$ cat src/sv/nhbs_pkg.sv
package nhbs_pkg;

  // Item kinds carried on the input tuser
  localparam logic [1:0] FUNC_TICK    = 2'd0;
  localparam logic [1:0] FUNC_WRITE   = 2'd1;
  localparam logic [1:0] FUNC_RESTART = 2'd2;

  localparam int unsigned TO_W      = 12;
  localparam int unsigned BLK_CNT_W = 10;
  localparam int unsigned HDR_INDEX = 5;
  localparam logic [TO_W-1:0] TO_RESET = 12'hfff;

  // Partner line patterns seen during sync
  localparam logic [2:0] LINES_LOW  = 3'b000;
  localparam logic [2:0] LINES_HIGH = 3'b111;
  localparam logic [3:0] NIB_HIGH   = 4'hf;

  // One result, first field in the highest bits
  typedef struct packed {
    logic       write_accepted;
    logic       error;
    logic       busy_res;
    logic       strobe_out;
    logic [3:0] nibble_out;
  } res_t;

  localparam int unsigned RES_W = $bits(res_t);

endpackage

$ cat src/sv/nhbs_ctrl.sv
module nhbs_ctrl #(
  parameter int unsigned BLOCK_BYTES = 128
) (
  input  logic                       clk,
  input  logic                       rst,
  input  logic                       cfg_we,
  input  logic [nhbs_pkg::TO_W-1:0]  cfg_wdata,
  input  logic                       in_accept,
  input  logic [1:0]                 func,
  input  logic [7:0]                 byte_value,
  input  logic [2:0]                 pins_in,
  output logic                       res_valid,
  output nhbs_pkg::res_t             res
);
  import nhbs_pkg::*;

  localparam int unsigned IDX_W = $clog2(BLOCK_BYTES);
  localparam int unsigned WI_W  = $clog2(BLOCK_BYTES + 1);
  localparam logic [IDX_W-1:0] LAST_IDX = IDX_W'(BLOCK_BYTES - 1);
  localparam logic [WI_W-1:0]  FULL_CNT = WI_W'(BLOCK_BYTES);
  localparam logic [WI_W-1:0]  HDR_POS  = WI_W'(HDR_INDEX);

  typedef enum logic [2:0] {
    PH_IDLE     = 3'd0,
    PH_SYNC_LO1 = 3'd1,
    PH_SYNC_HI  = 3'd2,
    PH_SYNC_LO2 = 3'd3,
    PH_SEND_LO  = 3'd4,
    PH_SEND_HI  = 3'd5
  } phase_t;

  // Block buffer and its read register
  logic [7:0] mem [BLOCK_BYTES];
  logic [7:0] mem_q;
  logic [7:0] hdr;

  phase_t             phase, phase_next;
  logic [WI_W-1:0]    write_index, write_index_next;
  logic [IDX_W-1:0]   byte_index, byte_index_next;
  logic [TO_W-1:0]    wait_counter, wait_counter_next;
  logic [BLK_CNT_W-1:0] blocks_left, blocks_left_next;
  logic               in_session, in_session_next;
  logic               error_mark, error_mark_next;
  logic               accepted, accepted_next;
  logic [TO_W-1:0]    timeout_limit;

  logic               mem_we;
  logic               poll_fail;
  logic [TO_W-1:0]    wc_inc;
  logic [WI_W-1:0]    wi_inc;
  logic [BLK_CNT_W-1:0] bl_dec;
  logic               ack;

  assign wc_inc = wait_counter + TO_W'(1);
  assign wi_inc = write_index + WI_W'(1);
  assign bl_dec = (blocks_left != '0) ? blocks_left - BLK_CNT_W'(1) : '0;
  assign ack    = pins_in[2];

  // Next state for one item
  always_comb begin
    phase_next        = phase;
    write_index_next  = write_index;
    byte_index_next   = byte_index;
    wait_counter_next = wait_counter;
    blocks_left_next  = blocks_left;
    in_session_next   = in_session;
    error_mark_next   = error_mark;
    accepted_next     = 1'b0;
    mem_we            = 1'b0;
    poll_fail         = 1'b0;
    unique case (func)
      FUNC_TICK: begin
        unique case (phase)
          PH_SYNC_LO1: begin
            if (pins_in == LINES_LOW) begin
              phase_next = PH_SYNC_HI;
              wait_counter_next = '0;
            end else poll_fail = 1'b1;
          end
          PH_SYNC_HI: begin
            if (pins_in == LINES_HIGH) begin
              phase_next = PH_SYNC_LO2;
              wait_counter_next = '0;
            end else poll_fail = 1'b1;
          end
          PH_SYNC_LO2: begin
            if (pins_in == LINES_LOW) begin
              byte_index_next = '0;
              phase_next = PH_SEND_LO;
              wait_counter_next = '0;
            end else poll_fail = 1'b1;
          end
          PH_SEND_LO: begin
            if (ack) begin
              phase_next = PH_SEND_HI;
              wait_counter_next = '0;
            end else poll_fail = 1'b1;
          end
          PH_SEND_HI: begin
            if (!ack) begin
              wait_counter_next = '0;
              if (byte_index == LAST_IDX) begin
                // end of block
                blocks_left_next = bl_dec;
                if (bl_dec == '0) in_session_next = 1'b0;
                phase_next = PH_IDLE;
                byte_index_next = '0;
              end else begin
                byte_index_next = byte_index + IDX_W'(1);
                phase_next = PH_SEND_LO;
              end
            end else poll_fail = 1'b1;
          end
          default: phase_next = PH_IDLE;
        endcase
      end
      FUNC_WRITE: begin
        if (phase == PH_IDLE && write_index < FULL_CNT) begin
          mem_we = 1'b1;
          accepted_next = 1'b1;
          write_index_next = wi_inc;
          if (wi_inc == FULL_CNT) begin
            // buffer full: start the block
            byte_index_next = '0;
            wait_counter_next = '0;
            if (!in_session) begin
              blocks_left_next = {({1'b0, hdr} + 9'd1), 1'b0};
              in_session_next = 1'b1;
              error_mark_next = 1'b0;
              phase_next = PH_SYNC_LO1;
            end else begin
              phase_next = PH_SEND_LO;
            end
          end
        end
      end
      FUNC_RESTART: write_index_next = '0;
      default: ;
    endcase
    // failed poll: count, or abort on timeout
    if (poll_fail) begin
      if (wc_inc >= timeout_limit) begin
        phase_next = PH_IDLE;
        in_session_next = 1'b0;
        error_mark_next = 1'b1;
        wait_counter_next = '0;
      end else begin
        wait_counter_next = wc_inc;
      end
    end
  end

  // Control state
  always_ff @(posedge clk) begin
    if (rst) begin
      phase         <= PH_IDLE;
      write_index   <= '0;
      byte_index    <= '0;
      wait_counter  <= '0;
      blocks_left   <= '0;
      in_session    <= 1'b0;
      error_mark    <= 1'b0;
      accepted      <= 1'b0;
      res_valid     <= 1'b0;
      timeout_limit <= TO_RESET;
    end else begin
      res_valid <= in_accept;
      if (cfg_we) timeout_limit <= cfg_wdata;
      if (in_accept) begin
        phase        <= phase_next;
        write_index  <= write_index_next;
        byte_index   <= byte_index_next;
        wait_counter <= wait_counter_next;
        blocks_left  <= blocks_left_next;
        in_session   <= in_session_next;
        error_mark   <= error_mark_next;
        accepted     <= accepted_next;
      end
    end
  end

  // Buffer write, header copy and registered read of the byte being sent
  always_ff @(posedge clk) begin
    if (in_accept && mem_we) begin
      mem[write_index[IDX_W-1:0]] <= byte_value;
      if (write_index == HDR_POS) hdr <= byte_value;
    end
    if (in_accept) mem_q <= mem[byte_index_next];
  end

  // Lines and flags as they stand after the item
  always_comb begin
    res = '0;
    res.busy_res       = (phase != PH_IDLE);
    res.error          = error_mark;
    res.write_accepted = accepted;
    unique case (phase)
      PH_SYNC_HI: begin
        res.nibble_out = NIB_HIGH;
        res.strobe_out = 1'b1;
      end
      PH_SEND_LO: begin
        res.nibble_out = mem_q[3:0];
        res.strobe_out = 1'b1;
      end
      PH_SEND_HI: res.nibble_out = mem_q[7:4];
      default: ;
    endcase
  end

endmodule

$ cat src/sv/nhbs_outq.sv
module nhbs_outq (
  input  logic                        clk,
  input  logic                        rst,
  input  logic                        push,
  input  logic [nhbs_pkg::RES_W-1:0]  push_data,
  input  logic                        pop,
  output logic                        not_empty,
  output logic [1:0]                  count,
  output logic [nhbs_pkg::RES_W-1:0]  head
);
  import nhbs_pkg::*;

  // three entries: one in flight plus two waiting
  localparam int unsigned DEPTH = 3;

  logic [RES_W-1:0] q [DEPTH];
  logic [1:0] rd_ptr, wr_ptr;

  function automatic logic [1:0] ptr_inc(input logic [1:0] p);
    ptr_inc = (p == 2'(DEPTH - 1)) ? 2'd0 : p + 2'd1;
  endfunction

  assign not_empty = (count != 2'd0);
  assign head      = q[rd_ptr];

  // Pointers and fill count
  always_ff @(posedge clk) begin
    if (rst) begin
      rd_ptr <= '0;
      wr_ptr <= '0;
      count  <= '0;
    end else begin
      if (push) wr_ptr <= ptr_inc(wr_ptr);
      if (pop) rd_ptr <= ptr_inc(rd_ptr);
      if (push && !pop) count <= count + 2'd1;
      else if (pop && !push) count <= count - 2'd1;
    end
  end

  // Entry storage
  always_ff @(posedge clk) begin
    if (push) q[wr_ptr] <= push_data;
  end

endmodule

$ cat src/sv/nibble_handshake_block_sender.sv
// Channel   | Direction | tdata (low bit up)                    | tuser
// s_axis    | in        | byte_value[7:0] pins_in[10:8]         | func[1:0]
// m_axis    | out       | nibble_out[3:0] strobe_out[4]         | -
//           |           | busy_res[5] error[6] write_accepted[7] |
// cfg       | in        | timeout_limit in cfg_wdata, on cfg_we  | -
//
// One item per cycle while m_axis_tready holds; its result passes through
// the state register (with buffer read), then the output queue.
// The send engine updates in the transfer cycle; the block buffer read of
// the byte on the lines is the registered step before the result.
// rst is synchronous: engine idle, buffer index zero, timeout at 4095.
// Buffer contents are not cleared. A stalled output holds up to three
// results before s_axis_tready drops.
module nibble_handshake_block_sender #(
  parameter int unsigned BLOCK_BYTES = 128
) (
  input  logic                        clk,
  input  logic                        rst,
  input  logic                        s_axis_tvalid,
  output logic                        s_axis_tready,
  input  logic [15:0]                 s_axis_tdata,   // byte_value, pins_in
  input  logic [1:0]                  s_axis_tuser,   // func
  output logic                        m_axis_tvalid,
  input  logic                        m_axis_tready,
  output logic [7:0]                  m_axis_tdata,   // nibble_out, strobe_out,
                                                      // busy_res, error,
                                                      // write_accepted
  input  logic                        cfg_we,
  input  logic [nhbs_pkg::TO_W-1:0]   cfg_wdata
);
  import nhbs_pkg::*;

  logic       in_accept;
  logic       res_valid;
  res_t       res;
  logic [1:0] q_count;
  logic [2:0] in_flight;

  // Room for everything in flight plus the new transfer
  assign in_flight     = {1'b0, q_count} + {2'b00, res_valid};
  assign s_axis_tready = (in_flight < 3'd3);
  assign in_accept     = s_axis_tvalid & s_axis_tready;

  nhbs_ctrl #(
    .BLOCK_BYTES(BLOCK_BYTES)
  ) u_ctrl (
    .clk        (clk),
    .rst        (rst),
    .cfg_we     (cfg_we),
    .cfg_wdata  (cfg_wdata),
    .in_accept  (in_accept),
    .func       (s_axis_tuser),
    .byte_value (s_axis_tdata[7:0]),
    .pins_in    (s_axis_tdata[10:8]),
    .res_valid  (res_valid),
    .res        (res)
  );

  nhbs_outq u_outq (
    .clk       (clk),
    .rst       (rst),
    .push      (res_valid),
    .push_data (res),
    .pop       (m_axis_tvalid & m_axis_tready),
    .not_empty (m_axis_tvalid),
    .count     (q_count),
    .head      (m_axis_tdata)
  );

endmodule

$ cat config.mk
export PLATFORM = sky130hd
export DESIGN_NAME = nibble_handshake_block_sender
export DESIGN_NICKNAME = d
export VERILOG_FILES = /design/src/sv/nhbs_pkg.sv /design/src/sv/nhbs_ctrl.sv /design/src/sv/nhbs_outq.sv /design/src/sv/nibble_handshake_block_sender.sv
export SDC_FILE = /design/constraint.sdc
export NUM_CORES = 2
export LEC_CHECK = 0
export BUFFER_PORTS_ARGS = -buffer_cell sky130_fd_sc_hd__buf_2
export CORE_ASPECT_RATIO = 0.6
export CORE_MARGIN = 2
export CORE_UTILIZATION = 35
export DETAILED_ROUTE_END_ITERATION = 10
export PLACE_DENSITY_LB_ADDON = 0.25
export SYNTH_ARGS = -nofsm -noshare
export SYNTH_HDL_FRONTEND = slang
export SYNTH_SLANG_ARGS = --single-unit
$ cat constraint.sdc
create_clock -name clk -period 4 [get_ports clk]
set_clock_uncertainty 0.1 [all_clocks]
set_input_delay 0.8 -clock clk [delete_from_list [all_inputs] [get_ports clk]]
set_output_delay 0.8 -clock clk [all_outputs]
set_load 0.005 [all_outputs]
==> flow_metrics.tcl <==
set metrics [dict create \
    peakVddDrop_mv 0.333 \
    cts_buffer_depth 3 \
    swShare 0.239 \
    slowest_delay_ns 0.55 \
    fillCellCount 12100 \
    met1_length_um 65800 \
    area_growth_syn_to_layout_pct 18.4 \
    crit_path_start_kind "flop" \
    post-route-min-period_ns 3.94 \
    wl_met2_um 50800 \
    path_clk_slew_ns 0.07 \
    met3RoutedLength_um 13300 \
    mostFrequentLayoutCell "edfxtp_1" \
    postSynthCellCount 3491 \
    via_per_inst 5.32 \
    fmaxAchievable_mhz 254 \
    cpMostUsedCell "buf_4" \
    overflow 0 \
    fin_nets 3906 \
    cts_tree "built" \
    grt_pass1_wl_um 193000 \
    slew_viol_final 0 \
    start_util 0.352 \
    coreArea_mm2 0.131 \
    combPwrFrac 0.103 \
    maxCapViolations 0 \
    drc_errors 0 \
    ctsHtreeMaxLevel 3 \
    dr.pass1.iters 6 \
    wl_um 132000 \
    critPathCaptureType "flop" \
    die-area_mm2 0.135 \
    fp.dieW_um 473 \
    avgSynthCellArea_um2 13.3 \
    fin_area_mm2 0.0548 \
    grt_pass1_vias 28100 \
    p_leak_nw 19.4 \
    io_pins 45 \
    path_cells "or4_4 -> or4_4 -> o211ai_2 -> and2_4 -> buf_4 -> buf_4 -> mux2i_1 -> o22ai_1 -> o21ai_1 -> buf_4 -> o2111a_1 -> nand4_1" \
    maxSlewHeadroom 0.329 \
    cpLargestDelayFamily "simple AND/OR/NAND/NOR gates" \
    ys_async_sr_fraction 0 \
    num_vias 30100 \
    power.density_mw_per_mm2 469 \
    gp_congestion 0.877 \
    synth.yosys.seq_area_share 0.718 \
    dp_hpwl_um 86600 \
    path_buf_inv 3 \
    finalCritPeriodShare 0.984 \
    switchingPower_w 0.00615 \
    detail_route.wl_per_cell_um 23.3 \
    multi_input_area_mm2 0.0119 \
    top_layer "met5" \
    worst_path_max_delay_cell "or4_4" \
    num_rows 103 \
    final-setup-viol-count 0 \
    clock-sinks 1128 \
    p_int_w 0.0196 \
    die_h_um 286 \
    grt_antenna_before_repair 3 \
    postRouteAntennaNets 0 \
    critPathKind "reg -> reg" \
    cts_buffers 100 \
    grt_max_degree 89 \
    portBuffers 39 \
    yosys_warnings 0 \
    hold_violations 0 \
    hp-class "in -> reg" \
    mostFrequentLayoutCells "edfxtp_1 (1064), nand2_1 (697), buf_4 (402)" \
    hold_buffers 0 \
    drtIter0Drc 3883 \
    tightest_slew_ns 1.01 \
    grtUsageTotal 0.191 \
    regArea_mm2 0.0332 \
    ys_dominant_reg_cell "edfxtp_1" \
    critPathRequiredTime_ns 4.34 \
    power.share.clock 0.390 \
    cts_root_buffer "clkbuf_16" \
    cp.arrival_ns 4.28 \
    status "complete, no violations" \
    placed_area_mm2 0.0512 \
    p_total_w 0.0257 \
    ys_seq_elements 1128 \
    synth_edf_count 1064 \
    worst_skew_pair.late_latency_ns 0.71 \
    synth_cell_types 73 \
    postSynthNetCount 3547 \
    p_seq_frac 0.507 \
    drive_gt1_frac 0.170 \
    crit_fanout 11 \
    netlist_area_mm2 0.0463 \
]
-- cells in the mapped netlist, types with 14 or more instances --
cell,n,share of area
o22ai_1,76,0.010
nand2b_1,16,0.0022
a21oi_1,162,0.018
nand3_1,180,0.019
a311oi_1,29,0.0055
buf_6,18,0.0044
and3_1,63,0.0085
nor2_1,207,0.017
inv_1,27,0.0022
o21ai_0,90,0.0097
nor3_1,25,0.0027
a32oi_1,15,0.0028
dfxtp_1,64,0.028
nand2_1,700,0.057
a22oi_1,42,0.0068
a31oi_1,44,0.0060
nand4_1,66,0.0089
a211oi_1,30,0.0049
mux2i_1,171,0.037
ha_1,21,0.0057
clkbuf_1,115,0.0093
buf_2,53,0.0057
o211ai_1,18,0.0029
buf_4,14,0.0023
edfxtp_1,1064,0.69
-- state kept, by name, summed over array words and instances, names as in the netlist, 3 cells and up, named ones only --
register	flops
u_ctrl.mem	1024
u_outq.q	24
u_ctrl.timeout_limit	12
u_ctrl.wait_counter	12
u_ctrl.blocks_left	10
u_ctrl.hdr	8
u_ctrl.mem_q	8
u_ctrl.write_index	8
u_ctrl.byte_index	7
u_ctrl.phase	3
-- stage by stage --
stage	cells	hold WS, ns	utilization	TNS [ns]	setup WS, ns
detailed placement	5473	0.361	0.390	-2.82	-0.448
CTS	5658	0.169	0.415	0	0.00291
global route	5666	0.206	0.417	-0.0167	-0.0167
floorplan	3491	0.337	-	0	0.526
finish	5667	0.228	0.417	0	0.0634
global placement	5473	0.349	0.390	-2.58	-0.384
-- path summary, 6_finish.rpt --
kind | startpoint | end | slack (ns) | cells past startpoint
hold / removal | cfg_wdata[0] | u_ctrl.timeout_limit[0] | 0.23 | 3
hold reg to reg | u_ctrl.wait_counter[10] | u_ctrl.wait_counter[10] | 0.38 | 1
setup reg to reg | u_ctrl.phase[2] | u_ctrl.mem_q[7] | 0.06 | 12
setup / recovery | u_ctrl.phase[2] | u_ctrl.mem_q[7] | 0.06 | 12
-- area by class of cell --
cell class / count / share of cell area
diodes: 2 / 0.0000914
repair buffers: 475 / 0.0738
multi-input cells: 2118 / 0.217
flip-flops and latches: 1128 / 0.607
inverters: 27 / 0.00185
clock inverters: 62 / 0.0120
well taps: 1732 / 0.0396
clock buffers: 123 / 0.0489
-- layer usage --
layer | GRT usage | vias to the layer above
met5 | 0 | -
met4 | 0.0365 | 2
met3 | 0.0578 | 128
met2 | 0.247 | 1095
met1 | 0.310 | 15100
li1 | - | 13800
-- worst register-to-register path: cells and delay by family, from the launching register on --
family / cells / cell delay [ns]
flip-flops: 1 / 0.32
AO/OA/AOI/OAI: 4 / 0.83
multiplexers: 1 / 0.33
AND/OR/NAND/NOR: 4 / 1.43
buffers and inverters: 3 / 0.67
-- cell families (layout without fill, tap and decap cells) --
family / after synthesis / after routing / synth area share
and+or+nand+nor: 1321 / 1321 / 0.125
DFF: 1128 / 1128 / 0.718
AOI/OAI and AO/OA: 585 / 585 / 0.0822
buffers and inverters: 245 / 687 / 0.0276
muxes: 171 / 171 / 0.0370
adders and majority gates: 21 / 21 / 0.00568
xor gates and xnor gates: 20 / 20 / 0.00379
other: 0 / 2 / 0
-- power groups by stage --
stage	logic (W)	registers [W]	clock network, W
5_1_grt	0.00286	0.0130	0.0107
3_3_place_gp	0.00252	0.0133	0
4_1_cts	0.00254	0.0130	0.0102
2_1_floorplan	0.00153	0.0133	0
6_report	0.00266	0.0130	0.0100
3_5_place_dp	0.00253	0.0133	0
-- what timing repair did --
| action | CTS | global route |
|---|---|---|
| cloned | 0 | 4 |
| setup buffers | 0 | 3 |
| pin swaps | 1 | 6 |
| hold endpoints to repair | 0 | 0 |
| resized for setup | 2 | 27 |
| setup endpoints to repair | 2 | 8 |
Note: power is estimated with default switching activity, not from simulation.
